## config.mk

```make
export PLATFORM = sky130hd
export DESIGN_NAME = http_chunked_body_decoder_unit
export DESIGN_NICKNAME = d
export VERILOG_FILES = /design/src/hdl/hcbd_pkg.sv /design/src/hdl/hcbd_core.sv /design/src/hdl/http_chunked_body_decoder_unit.sv
export SDC_FILE = /design/constraint.sdc
export NUM_CORES = 1
export LEC_CHECK = 0
export ABC_AREA = 1
export ABC_CLOCK_PERIOD_IN_PS = 5050
export BUFFER_PORTS_ARGS = -buffer_cell sky130_fd_sc_hd__buf_2
export CAP_MARGIN = 10
export CORE_ASPECT_RATIO = 1.2
export CORE_MARGIN = 4
export CORE_UTILIZATION = 34
export CTS_CLUSTER_DIAMETER = 60
export CTS_CLUSTER_SIZE = 40
export DETAILED_ROUTE_END_ITERATION = 7
export GPL_TIMING_DRIVEN = 0
export HOLD_SLACK_MARGIN = 0.02
export PLACE_DENSITY_LB_ADDON = 0.1
export SETUP_SLACK_MARGIN = 0.05
export SYNTH_ARGS = -nofsm -noshare
export SYNTH_HDL_FRONTEND = slang
export SYNTH_HIERARCHICAL = 1
export SYNTH_SLANG_ARGS = --single-unit
```

## constraint.sdc

```tcl
create_clock -name clk -period 5.05 [get_ports clk]
set_input_delay 1.01 -clock clk [delete_from_list [all_inputs] [get_ports clk]]
set_output_delay 1.01 -clock clk [all_outputs]
set_load 0.005 [all_outputs]
```

## src/hdl/hcbd_pkg.sv

```systemverilog
// shared types, constants and helpers for the chunked body decoder
package hcbd_pkg;

    localparam int LENGTH_BITS_DEF = 32;

    localparam logic [7:0] CHAR_CR = 8'h0d;
    localparam logic [7:0] CHAR_LF = 8'h0a;

    typedef enum logic [2:0] {
        PH_SIZE  = 3'd0,
        PH_DATA  = 3'd1,
        PH_SKIP1 = 3'd2,
        PH_SKIP2 = 3'd3,
        PH_FIN1  = 3'd4,
        PH_FIN2  = 3'd5,
        PH_DONE  = 3'd6,
        PH_ERR   = 3'd7
    } phase_t;

    typedef enum logic [2:0] {
        CLS_FRAME = 3'd0,
        CLS_BODY  = 3'd1,
        CLS_FINAL = 3'd2,
        CLS_AFTER = 3'd3,
        CLS_ERROR = 3'd4
    } class_t;

    typedef struct packed {
        logic       ok;
        logic [3:0] val;
    } hex_t;

    function automatic hex_t hex_decode(input logic [7:0] b);
        hex_t h;
        h.ok  = 1'b1;
        h.val = 4'd0;
        if (b >= 8'h30 && b <= 8'h39)
        begin
            h.val = 4'(b - 8'h30);
        end
        else if (b >= 8'h61 && b <= 8'h66)
        begin
            h.val = 4'(b - 8'h57);
        end
        else if (b >= 8'h41 && b <= 8'h46)
        begin
            h.val = 4'(b - 8'h37);
        end
        else
        begin
            h.ok = 1'b0;
        end
        return h;
    endfunction

endpackage

```

## src/hdl/hcbd_core.sv

```systemverilog
// decoder state machine: chunk phase, length counter and size line flags
module hcbd_core
    import hcbd_pkg::*;
#(
    parameter int LENGTH_BITS = LENGTH_BITS_DEF
)
(
    input  logic       clk,
    input  logic       rst_n,
    input  logic       step,
    input  logic [7:0] data_byte,
    input  logic       restart,
    output class_t     byte_class
);

    phase_t                   phase_reg, phase_next, phase_cur;
    logic [LENGTH_BITS-1:0]   bytes_left_reg, bytes_left_next, bytes_left_cur, bytes_left_dec;
    logic                     saw_cr_reg, saw_cr_next, saw_cr_cur;
    logic                     seen_nonhex_reg, seen_nonhex_next, seen_nonhex_cur;
    hex_t                     hx;
    logic                     overflow;

    // restart applies before this word is decoded
    assign phase_cur       = restart ? PH_SIZE : phase_reg;
    assign bytes_left_cur  = restart ? '0 : bytes_left_reg;
    assign saw_cr_cur      = restart ? 1'b0 : saw_cr_reg;
    assign seen_nonhex_cur = restart ? 1'b0 : seen_nonhex_reg;

    assign hx             = hex_decode(data_byte);
    assign overflow       = bytes_left_cur[LENGTH_BITS-1 -: 4] != 4'd0;
    assign bytes_left_dec = (bytes_left_cur != '0) ? bytes_left_cur - 1'b1 : bytes_left_cur;

    // next state
    always_comb
    begin
        phase_next       = phase_cur;
        bytes_left_next  = bytes_left_cur;
        saw_cr_next      = saw_cr_cur;
        seen_nonhex_next = seen_nonhex_cur;
        case (phase_cur)
            PH_SIZE:
            begin
                if (data_byte == CHAR_LF && saw_cr_cur)
                begin
                    saw_cr_next      = 1'b0;
                    seen_nonhex_next = 1'b0;
                    phase_next       = (bytes_left_cur == '0) ? PH_FIN1 : PH_DATA;
                end
                else
                begin
                    saw_cr_next = (data_byte == CHAR_CR);
                    if (!seen_nonhex_cur && hx.ok)
                    begin
                        if (overflow)
                        begin
                            phase_next = PH_ERR;
                        end
                        else
                        begin
                            bytes_left_next = {bytes_left_cur[LENGTH_BITS-5:0], hx.val};
                        end
                    end
                    else
                    begin
                        seen_nonhex_next = 1'b1;
                    end
                end
            end
            PH_DATA:
            begin
                bytes_left_next = bytes_left_dec;
                if (bytes_left_dec == '0)
                begin
                    phase_next = PH_SKIP1;
                end
            end
            PH_SKIP1:
            begin
                phase_next = PH_SKIP2;
            end
            PH_SKIP2:
            begin
                phase_next       = PH_SIZE;
                bytes_left_next  = '0;
                saw_cr_next      = 1'b0;
                seen_nonhex_next = 1'b0;
            end
            PH_FIN1:
            begin
                phase_next = PH_FIN2;
            end
            PH_FIN2:
            begin
                phase_next = PH_DONE;
            end
            default:
            begin
                phase_next = phase_cur;
            end
        endcase
    end

    // word class
    always_comb
    begin
        case (phase_cur)
            PH_SIZE:
            begin
                byte_class = (!(data_byte == CHAR_LF && saw_cr_cur) && !seen_nonhex_cur
                              && hx.ok && overflow) ? CLS_ERROR : CLS_FRAME;
            end
            PH_DATA:  byte_class = CLS_BODY;
            PH_SKIP1: byte_class = CLS_FRAME;
            PH_SKIP2: byte_class = CLS_FRAME;
            PH_FIN1:  byte_class = CLS_FRAME;
            PH_FIN2:  byte_class = CLS_FINAL;
            PH_DONE:  byte_class = CLS_AFTER;
            default:  byte_class = CLS_ERROR;
        endcase
    end

    always_ff @(posedge clk or negedge rst_n)
    begin
        if (!rst_n)
        begin
            phase_reg       <= PH_SIZE;
            bytes_left_reg  <= '0;
            saw_cr_reg      <= 1'b0;
            seen_nonhex_reg <= 1'b0;
        end
        else if (step)
        begin
            phase_reg       <= phase_next;
            bytes_left_reg  <= bytes_left_next;
            saw_cr_reg      <= saw_cr_next;
            seen_nonhex_reg <= seen_nonhex_next;
        end
    end

endmodule

```

## src/hdl/http_chunked_body_decoder_unit.sv

```systemverilog
// HTTP/1.1 chunked body decoder: one byte in, one classified byte out per cycle while
// neither side stalls. Takes one word per clock while in_stall is low and returns one
// result word per input word. A word taken sits in the input register, is decoded and
// lands in the result register when that is empty or its result is taken. Throughput
// is one word per unstalled cycle, set by the per-word chunk state update in hcbd_core.
// While a result waits on out_stall the input register still takes one more word,
// then in_stall stays high until the result is taken. The chunk length is LENGTH_BITS
// wide; a size line whose digits overflow it gives class 4 (error) until restart.
// Classes: 0 framing, 1 body, 2 final framing byte, 3 after end of body, 4 error.
module http_chunked_body_decoder_unit
    import hcbd_pkg::*;
#(
    parameter int LENGTH_BITS = LENGTH_BITS_DEF
)
(
    input  logic       clk,
    input  logic       rst_n,
    input  logic       in_valid,
    output logic       in_stall,
    input  logic [7:0] data_byte,
    input  logic       restart,
    input  logic       segment_last,
    output logic       out_valid,
    input  logic       out_stall,
    output logic [2:0] byte_class,
    output logic [7:0] body_byte,
    output logic       segment_end_echo
);

    logic       in_valid_reg;
    logic [7:0] in_byte_reg;
    logic       in_restart_reg;
    logic       in_last_reg;

    logic       out_valid_reg;
    logic [2:0] out_class_reg;
    logic [7:0] out_byte_reg;
    logic       out_last_reg;

    logic       advance;
    logic       take;
    class_t     cls;

    assign advance  = in_valid_reg && (!out_valid_reg || !out_stall);
    assign in_stall = in_valid_reg && !advance;
    assign take     = in_valid && !in_stall;

    hcbd_core #(
        .LENGTH_BITS (LENGTH_BITS)
    ) u_core (
        .clk        (clk),
        .rst_n      (rst_n),
        .step       (advance),
        .data_byte  (in_byte_reg),
        .restart    (in_restart_reg),
        .byte_class (cls)
    );

    // input word register
    always_ff @(posedge clk or negedge rst_n)
    begin
        if (!rst_n)
        begin
            in_valid_reg <= 1'b0;
        end
        else if (take)
        begin
            in_valid_reg <= 1'b1;
        end
        else if (advance)
        begin
            in_valid_reg <= 1'b0;
        end
    end

    always_ff @(posedge clk)
    begin
        if (take)
        begin
            in_byte_reg    <= data_byte;
            in_restart_reg <= restart;
            in_last_reg    <= segment_last;
        end
    end

    // result register
    always_ff @(posedge clk or negedge rst_n)
    begin
        if (!rst_n)
        begin
            out_valid_reg <= 1'b0;
        end
        else if (advance)
        begin
            out_valid_reg <= 1'b1;
        end
        else if (!out_stall)
        begin
            out_valid_reg <= 1'b0;
        end
    end

    always_ff @(posedge clk)
    begin
        if (advance)
        begin
            out_class_reg <= cls;
            out_byte_reg  <= in_byte_reg;
            out_last_reg  <= in_last_reg;
        end
    end

    assign out_valid        = out_valid_reg;
    assign byte_class       = out_class_reg;
    assign body_byte        = out_byte_reg;
    assign segment_end_echo = out_last_reg;

    a_class_range: assert property (@(posedge clk) disable iff (!rst_n)
        out_valid |-> (byte_class <= 3'(CLS_ERROR)))
        else $error("result class out of range");

    a_hold_input: assert property (@(posedge clk) disable iff (!rst_n)
        (in_valid_reg && !advance) |=> (in_valid_reg && $stable(in_byte_reg)))
        else $error("pending input word lost");

    a_drain: assert property (@(posedge clk) disable iff (!rst_n)
        (out_valid_reg && !out_stall && !in_valid_reg) |=> !out_valid_reg)
        else $error("result delivered twice");

endmodule

```

==> results of run 1 <==
==> how the worst max path moves through the flow <==
stage / start / to / slack (ns) / cells past startpoint
6_report: in_byte_reg[0] / u_core/bytes_left_reg[22] / 1.58 / 16
5_1_grt: in_byte_reg[0] / u_core/bytes_left_reg[10] / 1.32 / 16
4_1_cts: in_byte_reg[0] / u_core/bytes_left_reg[22] / 1.64 / 16
3_5_place_dp: in_byte_reg[0] / u_core/bytes_left_reg[22] / 1.65 / 16
3_3_place_gp: out_stall / u_core/seen_nonhex_reg / 1.03 / 6
2_1_floorplan: out_stall / u_core/bytes_left_reg[20] / 2.36 / 5
==> synth_stat cells (2+ instances only) <==
library cell,count
sky130_fd_sc_hd__buf_6,4
sky130_fd_sc_hd__ha_1,6
sky130_fd_sc_hd__inv_2,3
sky130_fd_sc_hd__nand2_4,10
sky130_fd_sc_hd__a21oi_1,43
sky130_fd_sc_hd__nand3b_1,3
sky130_fd_sc_hd__clkbuf_1,16
sky130_fd_sc_hd__a211oi_1,2
sky130_fd_sc_hd__xor2_1,5
sky130_fd_sc_hd__edfxtp_1,22
sky130_fd_sc_hd__inv_1,62
sky130_fd_sc_hd__nand4_1,11
sky130_fd_sc_hd__o21ai_0,73
sky130_fd_sc_hd__o31ai_1,5
sky130_fd_sc_hd__nor2_4,4
sky130_fd_sc_hd__o21bai_1,3
sky130_fd_sc_hd__nand2_1,260
sky130_fd_sc_hd__nand3_1,45
sky130_fd_sc_hd__buf_1,2
sky130_fd_sc_hd__xnor2_1,2
sky130_fd_sc_hd__nor2_2,9
sky130_fd_sc_hd__nor3_1,12
sky130_fd_sc_hd__nor2_1,78
sky130_fd_sc_hd__nand3_2,2
sky130_fd_sc_hd__a31oi_1,3
sky130_fd_sc_hd__o21ai_1,13
sky130_fd_sc_hd__dfrtp_1,39
sky130_fd_sc_hd__nand2_2,10
sky130_fd_sc_hd__clkinv_1,2
sky130_fd_sc_hd__o211ai_1,12
sky130_fd_sc_hd__a221oi_1,4
sky130_fd_sc_hd__buf_2,8
==> power breakdown <==
group	internal, uW	leakage [uW]	switching (uW)
logic	867	0.00217	2090
clock network	399	0.000142	258
registers	637	0.000729	125
==> cells by family (layout without fill, tap and decap cells) <==
group           after synthesis  after routing
compound gates              162            162
xor+xnor                      7              7
fa+ha+maj                     6              6
buf+inv                      97            140
flops                        61             61
simple gates                445            445
==> metrics by stage <==
step | std cells | power (uW) | hold WS, ns
floorplan | 778 | 2780 | 0.400
global placement | 1005 | 3650 | 0.418
detailed placement | 1005 | 3630 | 0.406
CTS | 1021 | 4310 | 0.433
global route | 1021 | 4710 | 0.452
finish | 1021 | 4370 | 0.426
==> per-layer routing <==
metal	GRT usage [%]	up-vias	share of wire (%)
li1	-	2663	-
met1	29.7	2616	40
met2	40.7	267	48
met3	2.93	54	6.7
met4	13.0	0	5.2
met5	0	-	0
==> layout make-up <==
| cell class | instances | area, um2 | share of cell area (%) |
|---|---|---|---|
| timing repair buffer | 27 | 135 | 2.36 |
| multi-input combinational | 620 | 2990 | 52.2 |
| buffer | 30 | 153 | 2.67 |
| sequential | 61 | 1640 | 28.6 |
| tap | 200 | 250 | 4.37 |
| inverter | 67 | 251 | 4.39 |
| clock inverter | 6 | 70.1 | 1.22 |
| clock buffer | 10 | 239 | 4.17 |
==> impl_metrics.toml, run 1 <==
[sta]
worstMarginPinSlew_ns = 0.974
worst_clock_skew_ns = 0.00950
tns_ns = 0
max_slew_margin_pct = 35.1
drv_slew = 0
finalSetupViolCount = 0
layout_min_cycle_time_ns = 3.47
fmax_mhz = 288
hold_violation_count_in_the_final_report = 0
timing.final.ws_setup_ns = 1.58
grt_setup_unrepaired = "false"
final_min_period_over_clock_period_pct = 68.7

[final_layout]
ratio_of_cells_with_drive_above_1_in_the_final_layout_pct = 11.7
largest_reg_flops = 32
post-route-util_pct = 39.6
syn2layout_area_growth_pct = 13.9
layout.filler_cells = 1564
nets_final = 836
layout_commonest_cell = "sky130_fd_sc_hd__nand2_1"
antenna-diode-count = 0
layout_common_cells = "sky130_fd_sc_hd__nand2_1, sky130_fd_sc_hd__nor2_1, sky130_fd_sc_hd__o21ai_0"
final_area_mm2 = 0.00573

[logic_synthesis]
synth.largest_area_cell = "sky130_fd_sc_hd__dfrtp_1"
async_reset_ff_share_pct = 63.9
synth-compound-area-share_pct = 17.9
synth_simple_gate_area_share_pct = 38.8
post_synth_num_cell_types = 37
portion_of_the_post_synthesis_area_used_by_sequential_elements_pct = 32.5
yosys_most_used_dff = "sky130_fd_sc_hd__dfrtp_1"
syn_area_mm2 = 0.00503
yosys_register_bits = 61
synth.net_count = 798
synth_top_cell_area_share_pct = 19.4
syn_inst = 778
post_synth_mux_area_share_pct = 0
syn_avg_cell_area_um2 = 6.46
synth_top_family_by_area = "simple AND/OR/NAND/NOR gates"
yosys_warnings = 6
synth-edff-count = 22
synthAdderAreaFrac_pct = 1.49
synth_xor_xnor_area_share_pct = 1.22
synth_top_cells_by_area = "sky130_fd_sc_hd__dfrtp_1, sky130_fd_sc_hd__nand2_1, sky130_fd_sc_hd__edfxtp_1"

[setup_path]
r2r.worst_path.cells = 16
arrival_ns = 3.69
critical_path.max_stage_delay_ns = 0.50
critical_path.slowest_cell = "sky130_fd_sc_hd__nor2_2"
critPathLaunchType = "register"
cpMostUsedCell = "sky130_fd_sc_hd__nand2_1"
r2r-start = "in_byte_reg[0]"
timing.critical_path.fanout_max = 10
end_kind = "register"
critPathKind = "reg2reg"
setup.reg_to_reg.worst_slack_ns = 1.58
cpLargestDelayFamily = "simple AND/OR/NAND/NOR gates"
cells_along_the_critical_path = "inv_1, ha_1, nor2_1, nand2_1, nand2_1, nor2_1, inv_1, nand2_1, nand2_1, nor2_2, inv_2, clkbuf_1, o21ai_0, a21oi_1, o221ai_1, nand2_1"
worst-endpoint-required_ns = 5.28
critical_path.n_buffers_inverters = 4
regToRegEndpoint = "u_core/bytes_left_reg[22]"

[grt]
number_of_antenna_violations_at_the_first_check_in_global_routing = 0
pin_count_of_the_biggest_net_entering_global_routing = 40
global_route_wire_length_before_repair_um = 30700
grt_usage_pct = 24.0
grt_remaining_overflow = 0
via_count_of_the_first_global_routing_pass = 5388

[hold_path]
hold_class = "reg2reg"
hold_path_depth = 0
min-delay-start = "in_last_reg"
worst_hold_path.endpoint = "segment_end_echo"

[floorplanning]
ios = 28
std_cell_rows = 48
die_height_um = 141
die_width_um = 119
initial_core_util_pct = 34.7
fp.coreArea_mm2 = 0.0145
floorplan.die_area_mm2 = 0.0168

[clock_tree]
number_of_buffers_added_by_the_clock_tree_synthesis_step = 9
post-cts-setup-buffers = 0
clock_tree.root_cell = "sky130_fd_sc_hd__clkbuf_16"
cts_sinks = 61
cts_tree = "done"
clkLatencyLatePin_ns = 0.35
clkTransAtPathRegs_ns = 0.07
postCtsHoldBufs = 0
cts.htree.levels = 3
clk_path_buf_depth = 2
cts_resized = 0

[power]
peakVddDrop_mv = 0.332
power.static_leakage_uw = 0.00304
total_power_density_per_cell_area_mw_per_mm2 = 764

[flow_run]
maxCapViolCount = 0

[placed_design]
port-buffer-count = 27
gp_congestion = 1.03
post-place-ws_ns = 1.65
post-dp-hpwl_um = 15100
dpl_cell_area_mm2 = 0.00542

[routing]
drt-vias-per-instance = 5.48
detailroute.via_count = 5600
post-route-drc-count = 0
routed_wirelength_um = 19800
wire_per_inst_um = 19.4
count_of_nets_left_with_antenna_violations_after_detail_routing = 0
detailedRoute.firstPassIterationCount = 6
drt_iter0_markers = 524

[status]
status = "finished clean"
Power figures use the tool's default switching activity.
==> run 2, diff against run 1 <==
Settings changed: ABC_CLOCK_PERIOD_IN_PS 5050 to 2900.
Clock period 5.05 ns to 2.9 ns, I/O delays scaled along.
==> impl_metrics.toml, run 2 (synthesis results as in run 1) <==
[routing]
count_of_nets_left_with_antenna_violations_after_detail_routing = 0
routed_wirelength_um = 19900
detailedRoute.firstPassIterationCount = 5
post-route-drc-count = 0
detailroute.via_count = 5615
drt-vias-per-instance = 5.44
wire_per_inst_um = 19.3
drt_iter0_markers = 491

[final_layout]
area_taken_by_multi_input_logic_gates_mm2 = 0.00310
nets_final = 848
layout_commonest_cell = "sky130_fd_sc_hd__nand2_1"
ratio_of_cells_with_drive_above_1_in_the_final_layout_pct = 16.3
area.sequential_mm2 = 0.00164
antenna-diode-count = 0
layout.filler_cells = 1554
largest_reg_flops = 32
syn2layout_area_growth_pct = 18.3
finish.cell_count_without_fillers = 1033
layout_common_cells = "sky130_fd_sc_hd__nand2_1, sky130_fd_sc_hd__nor2_1, sky130_fd_sc_hd__o21ai_0"

[clock_tree]
cts_sinks = 61
clock_tree.root_cell = "sky130_fd_sc_hd__clkbuf_16"
number_of_buffers_added_by_the_clock_tree_synthesis_step = 9
postCtsHoldBufs = 0
clkTransAtPathRegs_ns = 0.06
clkLatencyLatePin_ns = 0.35
cts.htree.levels = 3
clk_path_buf_depth = 2
cts_tree = "done"

[setup_path]
critical_path.max_stage_delay_ns = 0.46
setup.reg_to_reg.worst_slack_ns = 0.18
critPathLaunchType = "register"
regToRegEndpoint = "u_core/bytes_left_reg[24]"
critical_path.slowest_cell = "sky130_fd_sc_hd__edfxtp_1"
cells_along_the_critical_path = "inv_2, ha_1, nor2_1, nand2_1, nand2_1, nor2_2, inv_1, nand2_1, nand2_1, nor2_4, buf_4, o21ai_0, a221oi_1, o21ai_0"
timing.critical_path.fanout_max = 10
r2r.worst_path.cells = 14
critPathKind = "reg2reg"
arrival_ns = 2.93
cpMostUsedCell = "sky130_fd_sc_hd__nand2_1"
worst-endpoint-required_ns = 3.11
end_kind = "register"
r2r-start = "in_byte_reg[0]"

[placed_design]
dp.cells = 1005
gp_congestion = 1.03
port-buffer-count = 27
post-dp-hpwl_um = 15100

[floorplanning]
ios = 28
floorplan.die_area_mm2 = 0.0168
die_height_um = 141
fp.coreArea_mm2 = 0.0145
std_cell_rows = 48
initial_core_util_pct = 34.7
die_width_um = 119

[grt]
number_of_antenna_violations_at_the_first_check_in_global_routing = 0
grt_usage_pct = 24.1
pin_count_of_the_biggest_net_entering_global_routing = 40
grt_remaining_overflow = 0
global_route_wire_length_before_repair_um = 30900
via_count_of_the_first_global_routing_pass = 5475

[sta]
finalSetupViolCount = 0
fmax_mhz = 368
drv_slew = 0
max_slew_margin_pct = 33.9
worst_clock_skew_ns = 0.00932
final_min_period_over_clock_period_pct = 93.8
grt_setup_unrepaired = "true"
final.hold.worst_slack_ns = 0.402
layout_min_cycle_time_ns = 2.72
hold_violation_count_in_the_final_report = 0
worstMarginPinSlew_ns = 0.991

[power]
internal_power_uw = 3440
design_power_total_uw = 7860
net-switching-power_uw = 4420
sw_frac_of_total_pct = 56.2
comb_power_share_pct = 68.5
power.sequential.fraction_pct = 17.0
clockPowerShare_pct = 14.5
total_power_density_per_cell_area_mw_per_mm2 = 1320
power.static_leakage_uw = 0.00315
peakVddDrop_mv = 0.583

[flow_run]
maxCapViolCount = 0

[hold_path]
hold_class = "in2async"

[status]
status = "finished clean"
[run 2: cell types whose count changed in the layout (fill, tap and decap cells not counted), moves of 4 or more]
cell                       change
sky130_fd_sc_hd__buf_4        +14
sky130_fd_sc_hd__clkbuf_1      -5
sky130_fd_sc_hd__nand2_1       -7
sky130_fd_sc_hd__nand2_2       +5
sky130_fd_sc_hd__nor2_1       -10
sky130_fd_sc_hd__nor2_2        +4
sky130_fd_sc_hd__nor2_4        +6
sky130_fd_sc_hd__o21ai_0       -6
sky130_fd_sc_hd__o21ai_1       +5
[run 2: layer usage]
metal	vias to the layer above	GRT usage, %	part of all wire, %
met5	-	0	0
met4	0	13.8	5.2
met3	56	2.89	6.0
met2	221	41.2	49
met1	2652	29.3	40
li1	2686	-	-
[run 2: how the worst max path moves through the flow]
stage / start / to / slack [ns]
finish: in_byte_reg[0] / u_core/bytes_left_reg[24] / 0.18
global route: in_byte_reg[0] / u_core/bytes_left_reg[10] / 0.03
CTS: in_byte_reg[0] / u_core/bytes_left_reg[22] / 0.04
detailed placement: in_byte_reg[0] / u_core/bytes_left_reg[22] / -0.50
global placement: out_stall / u_core/seen_nonhex_reg / -0.69
floorplan: in_byte_reg[0] / u_core/bytes_left_reg[12] / 0.57
[run 2: area by class of cell]
class | instances | share of cell area, %
flip-flops and latches | 61 | 27.5
well taps | 200 | 4.21
inverters | 67 | 4.29
clock inverters | 6 | 1.18
repair buffers | 40 | 3.91
plain buffers | 29 | 2.75
multi-input cells | 620 | 52.1
clock buffers | 10 | 4.02
[run 2: stage by stage]
step / TNS, ns / instance area (um2) / setup WS (ns) / utilization [%]
global placement: -22.29 / 5410 / -0.686 / 37.4
global route: 0 / 5950 / 0.0252 / 41.1
finish: 0 / 5950 / 0.179 / 41.1
CTS: 0 / 5830 / 0.0424 / 40.2
floorplan: 0 / 5030 / 0.566 / -
detailed placement: -8.35 / 5420 / -0.496 / 37.4
[run 2: repair_timing]
action                                  4_1_cts  5_1_grt
endpoints found under the setup margin       34       33
resized for setup                            18       33
pin swaps                                     1        4
setup buffers                                 6        7
[run 2: worst max-delay path: cells and delay by family, from the launching register on]
family,cells,cell delay [ns]
buffers and inverters,3,0.47
adder cells (fa/ha/maj),1,0.18
AO/OA/AOI/OAI,3,0.67
AND/OR/NAND/NOR,7,0.79
flip-flops,1,0.46
[run 2: power groups by stage]
stage          Sequential [uW]  Combinational [uW]  Clock (uW)
5_1_grt                   1360                5900        1200
6_report                  1340                5390        1140
3_3_place_gp              1340                5020           0
2_1_floorplan             1270                3580           0
3_5_place_dp              1330                4980           0
4_1_cts                   1320                5110        1160
